`src/rtl/assert_macros.svh`:
```
// Assertion macros shared by the RTL files.
`ifndef ASSERT_MACROS_SVH
`define ASSERT_MACROS_SVH
`ifndef SYNTHESIS
`define ASSERT_ALWAYS(lbl, cond) \
	lbl: assert property (@(posedge clk) disable iff (!arst_n) (cond)) \
		else $error("assertion failed");
`define ASSERT_NEXT(lbl, ante, cons) \
	lbl: assert property (@(posedge clk) disable iff (!arst_n) (ante) |=> (cons)) \
		else $error("assertion failed");
`else
`define ASSERT_ALWAYS(lbl, cond)
`define ASSERT_NEXT(lbl, ante, cons)
`endif
`endif

```
`src/rtl/hxb_pkg.sv`:
```
// Types, codes and constants of the hex text to byte buffer.
package hxb_pkg;

	localparam int STORE_DEPTH = 256;
	localparam int STORE_AW = $clog2(STORE_DEPTH);
	localparam int LEN_W = 9;
	localparam logic [LEN_W-1:0] DEPTH_LEN = LEN_W'(STORE_DEPTH);
	localparam logic [LEN_W-1:0] CAP_RESET = 9'd256;

	localparam int QDEPTH = 2;
	localparam int QAW = $clog2(QDEPTH);
	localparam int QCW = $clog2(QDEPTH + 1);

	localparam int PADDR_W = 2;
	localparam logic [PADDR_W-1:0] REG_CAPACITY = 2'd0;

	localparam logic [1:0] ACT_CHAR = 2'd0;
	localparam logic [1:0] ACT_READ = 2'd1;
	localparam logic [1:0] ACT_CLEAR = 2'd2;

	localparam logic [2:0] ST_TAKEN = 3'd0;
	localparam logic [2:0] ST_ACCEPT = 3'd1;
	localparam logic [2:0] ST_REJECT = 3'd2;
	localparam logic [2:0] ST_IGNORED = 3'd3;
	localparam logic [2:0] ST_READ_OK = 3'd4;
	localparam logic [2:0] ST_READ_OOR = 3'd5;
	localparam logic [2:0] ST_CLEARED = 3'd6;

	localparam logic [7:0] CH_NUL = 8'h00;
	localparam logic [7:0] CH_SPACE = 8'h20;
	localparam logic [7:0] CH_COLON = 8'h3a;
	localparam logic [7:0] CH_DASH = 8'h2d;
	localparam logic [7:0] CH_ZERO = 8'h30;
	localparam logic [7:0] CH_NINE = 8'h39;
	localparam logic [7:0] CH_LA = 8'h61;
	localparam logic [7:0] CH_LF = 8'h66;
	localparam logic [7:0] CH_UA = 8'h41;
	localparam logic [7:0] CH_UF = 8'h46;

	typedef enum logic [1:0] {
		CK_DIGIT,
		CK_SEP,
		CK_TERM,
		CK_BAD
	} char_kind_t;

	typedef enum logic [1:0] {
		PH_IDLE,
		PH_PAIR,
		PH_LOW,
		PH_DROP
	} phase_t;

	typedef struct packed {
		logic [1:0] action;
		logic [7:0] char_code;
		logic [7:0] read_index;
	} req_t;

	typedef struct packed {
		logic [2:0] status;
		logic [7:0] byte_value;
		logic [LEN_W-1:0] stored_length;
	} rsp_t;

	typedef struct packed {
		logic [1:0] action;
		char_kind_t kind;
		logic [3:0] nibble;
		logic [7:0] read_index;
	} cls_item_t;

endpackage

```
`src/rtl/hxb_front.sv`:
```
// Front end: accepts request beats and classifies text characters.
module hxb_front (
	input  logic             req_valid,
	output logic             req_ready,
	input  hxb_pkg::req_t    req,
	output logic             push,
	output hxb_pkg::cls_item_t push_item,
	input  logic             q_ready
);
	import hxb_pkg::*;

	logic [7:0] c;

	assign c = req.char_code;
	assign req_ready = q_ready;
	assign push = req_valid && q_ready;

	always_comb begin
		push_item.action = req.action;
		push_item.read_index = req.read_index;
		push_item.nibble = 4'd0;
		push_item.kind = CK_BAD;
		if (c == CH_NUL) begin
			push_item.kind = CK_TERM;
		end else if (c == CH_SPACE || c == CH_COLON || c == CH_DASH) begin
			push_item.kind = CK_SEP;
		end else if (c >= CH_ZERO && c <= CH_NINE) begin
			push_item.kind = CK_DIGIT;
			push_item.nibble = 4'(c - CH_ZERO);
		end else if (c >= CH_LA && c <= CH_LF) begin
			push_item.kind = CK_DIGIT;
			push_item.nibble = 4'(c - CH_LA + 8'd10);
		end else if (c >= CH_UA && c <= CH_UF) begin
			push_item.kind = CK_DIGIT;
			push_item.nibble = 4'(c - CH_UA + 8'd10);
		end
	end

endmodule

```
`src/rtl/hxb_queue.sv`:
```
// Short queue of classified beats between front and back end.
`include "assert_macros.svh"
module hxb_queue (
	input  logic               clk,
	input  logic               arst_n,
	input  logic               push,
	input  hxb_pkg::cls_item_t push_item,
	output logic               q_ready,
	output logic               q_valid,
	output hxb_pkg::cls_item_t q_item,
	input  logic               pop
);
	import hxb_pkg::*;

	cls_item_t        ent_q [QDEPTH];
	logic [QAW-1:0]   wr_q;
	logic [QAW-1:0]   rd_q;
	logic [QCW-1:0]   cnt_q;

	assign q_ready = cnt_q < QCW'(QDEPTH);
	assign q_valid = cnt_q != '0;
	assign q_item = ent_q[rd_q];

	always_ff @(posedge clk or negedge arst_n) begin
		if (!arst_n) begin
			wr_q <= '0;
			rd_q <= '0;
			cnt_q <= '0;
		end else begin
			if (push) wr_q <= wr_q + 1'b1;
			if (pop) rd_q <= rd_q + 1'b1;
			if (push && !pop) cnt_q <= cnt_q + 1'b1;
			else if (pop && !push) cnt_q <= cnt_q - 1'b1;
		end
	end

	always_ff @(posedge clk) begin
		if (push) ent_q[wr_q] <= push_item;
	end

	`ASSERT_ALWAYS(a_cnt_bound, cnt_q <= QCW'(QDEPTH))
	`ASSERT_NEXT(a_cnt_push, push && !pop, cnt_q == $past(cnt_q) + 1'b1)
	`ASSERT_ALWAYS(a_no_pop_empty, !pop || q_valid)

endmodule

```
`src/rtl/hxb_back.sv`:
```
// Back end: string state machine, byte store and result register.
`include "assert_macros.svh"
module hxb_back (
	input  logic                        clk,
	input  logic                        arst_n,
	input  logic                        q_valid,
	input  hxb_pkg::cls_item_t          q_item,
	output logic                        pop,
	input  logic [hxb_pkg::LEN_W-1:0]   capacity,
	output logic                        rsp_valid,
	input  logic                        rsp_ready,
	output hxb_pkg::rsp_t               rsp
);
	import hxb_pkg::*;

	logic [7:0]       store_q [STORE_DEPTH];
	phase_t           phase_q, phase_d;
	logic [LEN_W-1:0] fill_q, fill_d;
	logic [LEN_W-1:0] start_q, start_d;
	logic [LEN_W-1:0] start_eff;
	logic [LEN_W-1:0] limit;
	logic [3:0]       hi_q, hi_d;
	logic [2:0]       st_d;
	logic             we;
	logic             rd_ok;
	logic             fire;

	logic             valid_s2;
	logic [2:0]       st_s2;
	logic [LEN_W-1:0] len_s2;
	logic             rdok_s2;
	logic [7:0]       rd_q;

	assign fire = q_valid && (!valid_s2 || rsp_ready);
	assign pop = fire;
	assign start_eff = (phase_q == PH_IDLE) ? fill_q : start_q;
	assign limit = (capacity < DEPTH_LEN) ? capacity : DEPTH_LEN;
	assign rd_ok = ({1'b0, q_item.read_index} < fill_q)
		&& ({1'b0, q_item.read_index} < DEPTH_LEN);

	// next phase
	always_comb begin
		phase_d = phase_q;
		if (q_item.action == ACT_CHAR) begin
			unique case (phase_q) inside
				PH_DROP: begin
					if (q_item.kind == CK_TERM) phase_d = PH_IDLE;
				end
				PH_IDLE, PH_PAIR: begin
					unique case (q_item.kind)
						CK_TERM: phase_d = PH_IDLE;
						CK_SEP: phase_d = PH_PAIR;
						CK_DIGIT: phase_d = PH_LOW;
						CK_BAD: phase_d = PH_DROP;
					endcase
				end
				PH_LOW: begin
					if (q_item.kind == CK_TERM) phase_d = PH_IDLE;
					else if (q_item.kind == CK_DIGIT && fill_q < limit) phase_d = PH_PAIR;
					else phase_d = PH_DROP;
				end
			endcase
		end
	end

	// step effects
	always_comb begin
		st_d = ST_IGNORED;
		fill_d = fill_q;
		start_d = start_q;
		hi_d = hi_q;
		we = 1'b0;
		unique case (q_item.action)
			ACT_CHAR: begin
				if (phase_q != PH_DROP) start_d = start_eff;
				unique case (phase_q) inside
					PH_DROP: st_d = ST_IGNORED;
					PH_IDLE, PH_PAIR: begin
						unique case (q_item.kind)
							CK_TERM: st_d = ST_ACCEPT;
							CK_SEP: st_d = ST_TAKEN;
							CK_DIGIT: begin
								st_d = ST_TAKEN;
								hi_d = q_item.nibble;
							end
							CK_BAD: begin
								st_d = ST_REJECT;
								fill_d = start_eff;
							end
						endcase
					end
					PH_LOW: begin
						if (q_item.kind == CK_DIGIT && fill_q < limit) begin
							st_d = ST_TAKEN;
							we = 1'b1;
							fill_d = fill_q + 1'b1;
						end else begin
							st_d = ST_REJECT;
							fill_d = start_eff;
						end
					end
				endcase
			end
			ACT_READ: st_d = rd_ok ? ST_READ_OK : ST_READ_OOR;
			ACT_CLEAR: begin
				st_d = ST_CLEARED;
				fill_d = '0;
				start_d = '0;
			end
			default: st_d = ST_IGNORED;
		endcase
	end

	always_ff @(posedge clk or negedge arst_n) begin
		if (!arst_n) begin
			phase_q <= PH_IDLE;
			fill_q <= '0;
			start_q <= '0;
			hi_q <= '0;
			valid_s2 <= 1'b0;
		end else begin
			if (fire) begin
				phase_q <= phase_d;
				fill_q <= fill_d;
				start_q <= start_d;
				hi_q <= hi_d;
			end
			if (fire) valid_s2 <= 1'b1;
			else if (rsp_ready) valid_s2 <= 1'b0;
		end
	end

	always_ff @(posedge clk) begin
		if (fire) begin
			st_s2 <= st_d;
			len_s2 <= fill_d;
			rdok_s2 <= (q_item.action == ACT_READ) && rd_ok;
		end
		if (fire && q_item.action == ACT_READ) rd_q <= store_q[q_item.read_index[STORE_AW-1:0]];
		if (fire && we) store_q[fill_q[STORE_AW-1:0]] <= {hi_q, q_item.nibble};
	end

	assign rsp_valid = valid_s2;
	assign rsp.status = st_s2;
	assign rsp.byte_value = rdok_s2 ? rd_q : 8'd0;
	assign rsp.stored_length = len_s2;

	`ASSERT_ALWAYS(a_fill_bound, fill_q <= DEPTH_LEN)
	`ASSERT_NEXT(a_reject_rollback, fire && st_d == ST_REJECT, fill_q == $past(start_eff))
	`ASSERT_NEXT(a_drop_holds,
		fire && phase_q == PH_DROP && !(q_item.action == ACT_CHAR && q_item.kind == CK_TERM),
		phase_q == PH_DROP)

endmodule

```
`src/rtl/hex_text_to_byte_buffer.sv`:
```
// Hex text to byte buffer: top level with capacity register.
// Path: an accepted request beat is registered in the queue and then in the back-end result
// register before it shows on rsp; a stall on rsp_ready delays it further.
// Throughput: one beat per cycle while rsp_ready keeps the result register free, set by
// the back-end step with one store write and one registered store read per cycle.
// Reset: phase idle, lengths zero, capacity 256; store contents stay undefined.
module hex_text_to_byte_buffer (
	input  logic                          clk,
	input  logic                          arst_n,
	input  logic                          req_valid,
	output logic                          req_ready,
	input  hxb_pkg::req_t                 req,
	output logic                          rsp_valid,
	input  logic                          rsp_ready,
	output hxb_pkg::rsp_t                 rsp,
	input  logic                          psel,
	input  logic                          penable,
	input  logic                          pwrite,
	input  logic [hxb_pkg::PADDR_W-1:0]   paddr,
	input  logic [31:0]                   pwdata,
	output logic [31:0]                   prdata,
	output logic                          pready
);
	import hxb_pkg::*;

	logic             push;
	logic             pop;
	logic             q_ready;
	logic             q_valid;
	cls_item_t        push_item;
	cls_item_t        q_item;
	logic [LEN_W-1:0] cap_q;

	assign pready = 1'b1;
	assign prdata = (paddr == REG_CAPACITY) ? {{(32 - LEN_W){1'b0}}, cap_q} : 32'd0;

	always_ff @(posedge clk or negedge arst_n) begin
		if (!arst_n) begin
			cap_q <= CAP_RESET;
		end else if (psel && penable && pwrite && paddr == REG_CAPACITY) begin
			cap_q <= pwdata[LEN_W-1:0];
		end
	end

	hxb_front u_front (
		.req_valid (req_valid),
		.req_ready (req_ready),
		.req       (req),
		.push      (push),
		.push_item (push_item),
		.q_ready   (q_ready)
	);

	hxb_queue u_queue (
		.clk       (clk),
		.arst_n    (arst_n),
		.push      (push),
		.push_item (push_item),
		.q_ready   (q_ready),
		.q_valid   (q_valid),
		.q_item    (q_item),
		.pop       (pop)
	);

	hxb_back u_back (
		.clk       (clk),
		.arst_n    (arst_n),
		.q_valid   (q_valid),
		.q_item    (q_item),
		.pop       (pop),
		.capacity  (cap_q),
		.rsp_valid (rsp_valid),
		.rsp_ready (rsp_ready),
		.rsp       (rsp)
	);

endmodule
```
`config.mk`:
```
export PLATFORM = sky130hd
export DESIGN_NAME = hex_text_to_byte_buffer
export DESIGN_NICKNAME = d
export VERILOG_FILES = /design/src/rtl/hxb_pkg.sv /design/src/rtl/hxb_front.sv /design/src/rtl/hxb_queue.sv /design/src/rtl/hxb_back.sv /design/src/rtl/hex_text_to_byte_buffer.sv
export VERILOG_INCLUDE_DIRS = /design/src /design/src/rtl
export SDC_FILE = /design/constraint.sdc
export NUM_CORES = 2
export LEC_CHECK = 0
export BUFFER_PORTS_ARGS = -buffer_cell sky130_fd_sc_hd__buf_2
export CORE_ASPECT_RATIO = 0.5
export CORE_MARGIN = 2
export CORE_UTILIZATION = 48
export CTS_BUF_LIST = sky130_fd_sc_hd__clkbuf_8 sky130_fd_sc_hd__clkbuf_16
export DETAILED_ROUTE_END_ITERATION = 6
export GPL_ROUTABILITY_DRIVEN = 1
export PLACE_DENSITY_LB_ADDON = 0.12
export SETUP_SLACK_MARGIN = 0.5
export SYNTH_ARGS = -nofsm -noshare
export SYNTH_HDL_FRONTEND = slang
export SYNTH_HIERARCHICAL = 1
export SYNTH_SLANG_ARGS = --single-unit
export TNS_END_PERCENT = 5
```
`constraint.sdc`:
```
create_clock -name clk -period 5.62 [get_ports clk]
set_input_delay 1.686 -clock clk [delete_from_list [all_inputs] [get_ports clk]]
set_output_delay 1.686 -clock clk [all_outputs]
set_load 0.05 [all_outputs]
```
# Yosys cells after proc, flatten, opt, wreduce, memory -nomap -nowiden
# Memory sizes are Yosys's and may differ from the RTL's. A register that Yosys moved wholly into a read port is not among the register bits.
# Index checks and enable logic that the tools add are counted.
# classes
n_addsub,10
order_cmp,10
eq_ne,14
n_mux,38
n_reduce_logical,34
# ops
operator,n
9-bit two-way mux,6
9-bit one-hot mux with 2 select lines,3
3-bit one-hot mux with 3 select lines,3
"8-bit by 6-bit equality test with 1-bit output, second input constant",3
6-bit two-way mux,3
"8-bit by 7-bit greater-or-equal comparator with 1-bit output, second input constant",2
"8-bit by 7-bit less-or-equal comparator with 1-bit output, second input constant",2
2-bit two-way mux,8
1-bit logical AND,14
"4-bit by 1-bit subtractor with 4-bit output, second input constant",3
"2-bit equality test, second input constant",5
1-bit two-way mux,10
"9-bit by 1-bit adder with 9-bit output, second input constant",1
8-bit by 9-bit < comparator with 1-bit output,1
9-bit < comparator,1
"9-bit < comparator, second input constant",1
"4-bit adder, second input constant",2
"8-bit by 6-bit greater-or-equal comparator with 1-bit output, second input constant",1
"8-bit by 6-bit less-or-equal comparator with 1-bit output, second input constant",1
2-bit zero test,4
8-bit zero test,1
4-bit two-way mux,2
8-bit two-way mux,1
2-bit one-hot mux with 4 select lines,1
other kinds (13),27
# word_totals
ff_bits,51
ram_bits,2080
input_bits,59
out_inout_bits,55
word_cells,120
n_memories,2
# mem_list
name,depth,width,rd,rd_ports_with_merged_regs,write_ports,line_no,text
u_back.store_q,256,8,1,1,1,hxb_back.sv:16,logic [7:0] store_q [STORE_DEPTH];
u_queue.ent_q,2,16,1,0,1,hxb_queue.sv:15,cls_item_t ent_q [QDEPTH];

# Longest topological paths before layout
# logic_depth
ltp_word,10
ltp_mapped,13
mapped_depth_nobuf,9

# Modules after synthesis
# Netlist, hierarchy kept.
# by_module_without_submodules
mod,instances,cells_each,area_each_um2,seq_area_each_um2
hxb_back,1,3926,82023.7,62755.2
hxb_queue,1,66,1392.6,1061.0
hex_text_to_byte_buffer,1,55,615.6,226.5
hxb_front,1,47,344.1,0.0

# Worst setup path before layout
# OpenSTA, ideal clock, no wires.
# synth_timing
path_type,input-to-reg
from,in rsp_ready
to,"mem u_back.store_q[208][0], enable pin"
setup_time_ns,0.370
arrival_time_ns,3.659
t_required_ns,5.250
slack_ns,1.590
path_stages,9
path_cell_list,nand2b_1 and2_1 buf_2 nand2_1 buf_1 nor4_4 nand2_1 clkbuf_1 nor2_1
# synth_via
elab_chain_len,5
# synth_rtl
item,line_no,text
start: declaration,hex_text_to_byte_buffer.sv:14,"input logic rsp_ready,"
1-bit logical OR,hxb_back.sv:34,assign fire = q_valid && (!valid_s2 || rsp_ready);
1-bit logical AND,hxb_back.sv:34,
named net pop,hex_text_to_byte_buffer.sv:27,logic pop;
1-bit logical AND,hxb_back.sv:140,"if (fire && we) store_q[fill_q[STORE_AW-1:0]] <= {hi_q, q_item.nibble};"
1-bit two-way mux,hxb_back.sv:140,
1-bit two-way mux (not written as such),hxb_back.sv:140,
end: declaration,hxb_back.sv:16,
# The timed path passes the listed nets, and every way through them passes these cells.

==> impl_metrics.py <==
metrics = {
    "synthesis": {
        "yosysWarnings": 6,
        "synth_area_per_cell_um2": 20.61,
        "seq_area_frac_synth_pct": 75.90,
        "synthFlopType": "edfxtp_1",
        "syn-instance-count": 4094,
        "ys_types": 87,
        "synth_edf_count": 2101,
        "ys_ff_latch": 2139,
        "syn_area_um2": 84380,
        "synth_async_sr_flop_share_pct": 1.777,
    },
    "power": {
        "p_per_area_nw_per_um2": 483.1,
        "seqPwrFrac_pct": 44.9,
        "net-switching-power_mw": 14.08,
        "ir_drop_mv": 0.4423,
        "pwr-share-clk_pct": 28.2,
        "intPower_mw": 30.97,
        "power_mw": 45.06,
        "combPwrFrac_pct": 26.9,
        "p_sw_share_pct": 31.25,
        "leakage_nw": 29.52,
    },
    "die": {
        "fp.dieH_um": 300.5,
        "core.rowCount": 108,
        "start_util_pct": 48.48,
        "dieArea_um2": 179400,
        "core_area_um2": 174000,
        "ioPinCount": 114,
        "die_w_um": 596.9,
    },
    "clock_tree": {
        "cts_tree": "built",
        "clock_latency_ns": 0.85,
        "hold_buffers": 0,
        "cts_inserted_buffers": 194,
        "path_clk_slew_ns": 0.06,
        "clock-sinks": 2139,
        "cts-root-buf": "clkbuf_16",
        "postCtsSetupBuffers": 0,
        "ctsResizeCount": 0,
        "clockBufferDepth": 4,
        "htree_levels": 4,
    },
    "setup_path": {
        "startpoint_type": "flip-flop",
        "crit_required_ns": 6.05,
        "end_kind": "flip-flop",
        "worstPathArrival_ns": 5.40,
        "crit_type": "reg2reg",
        "path_max_fanout": 16,
    },
    "global_route": {
        "antenna_found_initial": 13,
        "grt_pass1_wl_um": 299800,
        "grt_pass1_vias": 41520,
        "grt_max_degree": 209,
        "globalRouteOverflowTotal": 0,
        "grtUsageTotal_pct": 23.36,
    },
    "timing": {
        "fin_skew_ns": 0.04716,
        "setup_viol": 0,
        "post-route-period-util_pct": 88.33,
        "maxSlewViolCount": 0,
        "rsz0062_at_grt": "yes",
        "relSlewSlack_pct": 6.711,
        "fin_tns_setup_ns": 0,
        "tightest_slew_ns": 1.399,
        "finalCriticalPeriod_ns": 4.964,
        "final_hold_viol_count": 0,
        "fmax_ghz": 0.2014,
    },
    "detailed_routing": {
        "num_vias": 41430,
        "wirelength_um": 209600,
        "first_iter_violations": 5433,
        "vias_per_cell": 6.191,
        "drtAntennaViolNets": 0,
        "routedWlPerCell_um": 31.33,
        "drcViolationCount": 0,
        "dr.pass1.iters": 6,
    },
    "placement": {
        "place.gp.congestion": 0.8227,
        "portBuffers": 66,
        "dp_hpwl_um": 123800,
        "place_area_um2": 87290,
    },
    "finish": {
        "syn_to_final_growth_pct": 10.54,
        "fin_nets": 4325,
        "antennaDiodeCount": 0,
        "final_layout_size_suffix_gt1_share_pct": 23.62,
        "final_cell_area_um2": 93270,
    },
    "min_path": {
        "hold_class": "reg2reg",
    },
    "flow_run": {
        "cap_violations": 0,
    },
    "status": {
        "outcome": "finished clean",
    },
}
-- worst max-delay path, cell delays in order (launching register included) --
cell,delay (ns)
dfrtp_1,0.59
buf_4,0.33
mux2_2,0.42
inv_1,0.09
ha_1,0.18
o2111a_1,0.27
o21ai_2,0.27
nor4_4,0.80
nand3_1,0.71
nor2_1,0.88
-- cell usage in the layout, fill, tap and decap left out, drive strengths merged, types with 6 or more instances in the layout --
master	netlist	final
edfxtp	2101	2101
mux4	480	480
nor2	296	296
clkbuf	79	200
buf	191	191
o22ai	143	143
nand2	107	107
mux2i	80	80
clkinv	1	78
inv	26	74
mux2	66	66
a22oi	59	59
a211oi	41	41
dfrtp	37	37
ha	33	33
a221oi	30	30
o21ai	29	29
a22o	28	28
nor3	27	27
and2	26	26
conb	2	24
a21oi	22	22
a31oi	22	22
nand3	18	18
nor4	17	17
or2	17	17
bufinv	0	14
o211ai	12	12
nor2b	11	11
nand2b	9	9
a21o	7	7
or3	6	6
nand4	6	6
-- registers in the layout (all words and copies together), names as in the netlist --
| register | count |
|---|---|
| cap_q | 9 |
| u_back/fill_q | 9 |
| u_back/hi_q | 4 |
| u_back/len_s2 | 9 |
| u_back/phase_q | 2 |
| u_back/rd_q | 8 |
| u_back/rdok_s2 | 1 |
| u_back/rsp_valid | 1 |
| u_back/st_s2 | 3 |
| u_back/start_q | 9 |
| u_back/store_q | 2048 |
| u_queue/cnt_q | 2 |
| u_queue/ent_q | 32 |
| u_queue/rd_q | 1 |
| u_queue/wr_q | 1 |
-- area by class of cell --
class,count,area [um^2]
tap,2310,2890
clock inverter,144,1006
timing repair buffer,191,1519
fill,13230,80780
inverter,27,101.3
clock buffer,200,4971
sequential,2139,64060
multi-input combinational,1680,18720
-- power groups by stage --
| stage | Combinational [mW] | Sequential, mW | Clock [mW] |
|---|---|---|---|
| after floorplan | 7.30 | 21.1 | 0 |
| after global placement | 12.0 | 20.5 | 0 |
| after detailed placement | 12.2 | 20.6 | 0 |
| after CTS | 12.2 | 20.2 | 13.0 |
| after global routing | 12.8 | 20.3 | 13.6 |
| final | 12.1 | 20.2 | 12.7 |
-- cell families after synthesis --
logic type	Yosys count	synth area share, %
flip-flops	2139	75.90
multiplexers	626	14.72
XOR/XNOR	6	0.06229
other	2	0.008901
buffers and inverters	297	2.150
adder cells (fa/ha/maj)	33	0.4894
AO/OA/AOI/OAI	421	3.509
AND/OR/NAND/NOR	570	3.162
-- per-layer routing --
metal | wire, um | GRT usage, % | vias to the layer above
li1 | - | - | 17240
met1 | 89610 | 34.32 | 22140
met2 | 96700 | 36.04 | 1728
met3 | 18250 | 5.098 | 313
met4 | 5045 | 5.629 | 2
met5 | 15 | 0 | -
-- through the flow --
stage	hold slack (ns)	instances	worst slack (ns)	util, %
floorplan	0.4555	4116	1.590	-
global placement	0.4685	6347	0.7466	50.15
detailed placement	0.4829	6347	0.6291	50.15
CTS	0.4906	6691	0.6656	53.59
global route	0.5204	6691	0.3627	53.59
finish	0.4872	6691	0.6558	53.59
-- cell usage after synthesis, types with 11 or more instances --
library cell	number	area, um^2
a21oi_1	22	110.1
dfrtp_1	37	925.9
nor2b_1	11	68.82
a31oi_1	22	137.6
buf_6	36	405.4
nand2_1	107	401.6
ha_1	33	412.9
inv_1	25	93.84
a22oi_1	59	442.9
buf_4	48	360.4
and2_1	17	106.4
mux2_2	57	641.9
nor4_1	13	81.33
a22o_1	28	245.2
o211ai_1	11	82.58
a211oi_1	41	307.8
mux4_2	472	10630
edfxtp_1	2101	63090
a221oi_1	28	245.2
nor3_1	26	130.1
nor2_1	295	1107
o22ai_1	143	894.6
mux2i_1	80	800.8
clkbuf_1	74	277.8
buf_2	89	445.4
o21ai_0	26	130.1
nand3_1	18	90.09
-- worst paths after layout --
| check | end | depth (start not counted) | from | slack (ns) |
|---|---|---|---|---|
| worst max register to register | u_back/store_q[188][6] | 9 | u_queue/rd_q | 0.66 |
| min in group asynchronous | cap_q[1] | 1 | arst_n | 0.99 |
| worst max-delay path | u_back/store_q[188][6] | 9 | u_queue/rd_q | 0.66 |
| worst min-delay path | u_queue/wr_q | 1 | u_queue/wr_q | 0.49 |
| worst min register to register | u_queue/wr_q | 1 | u_queue/wr_q | 0.49 |
| max in group asynchronous | u_back/hi_q[3] | 1 | arst_n | 3.89 |
Power figures use the tool's default switching activity.
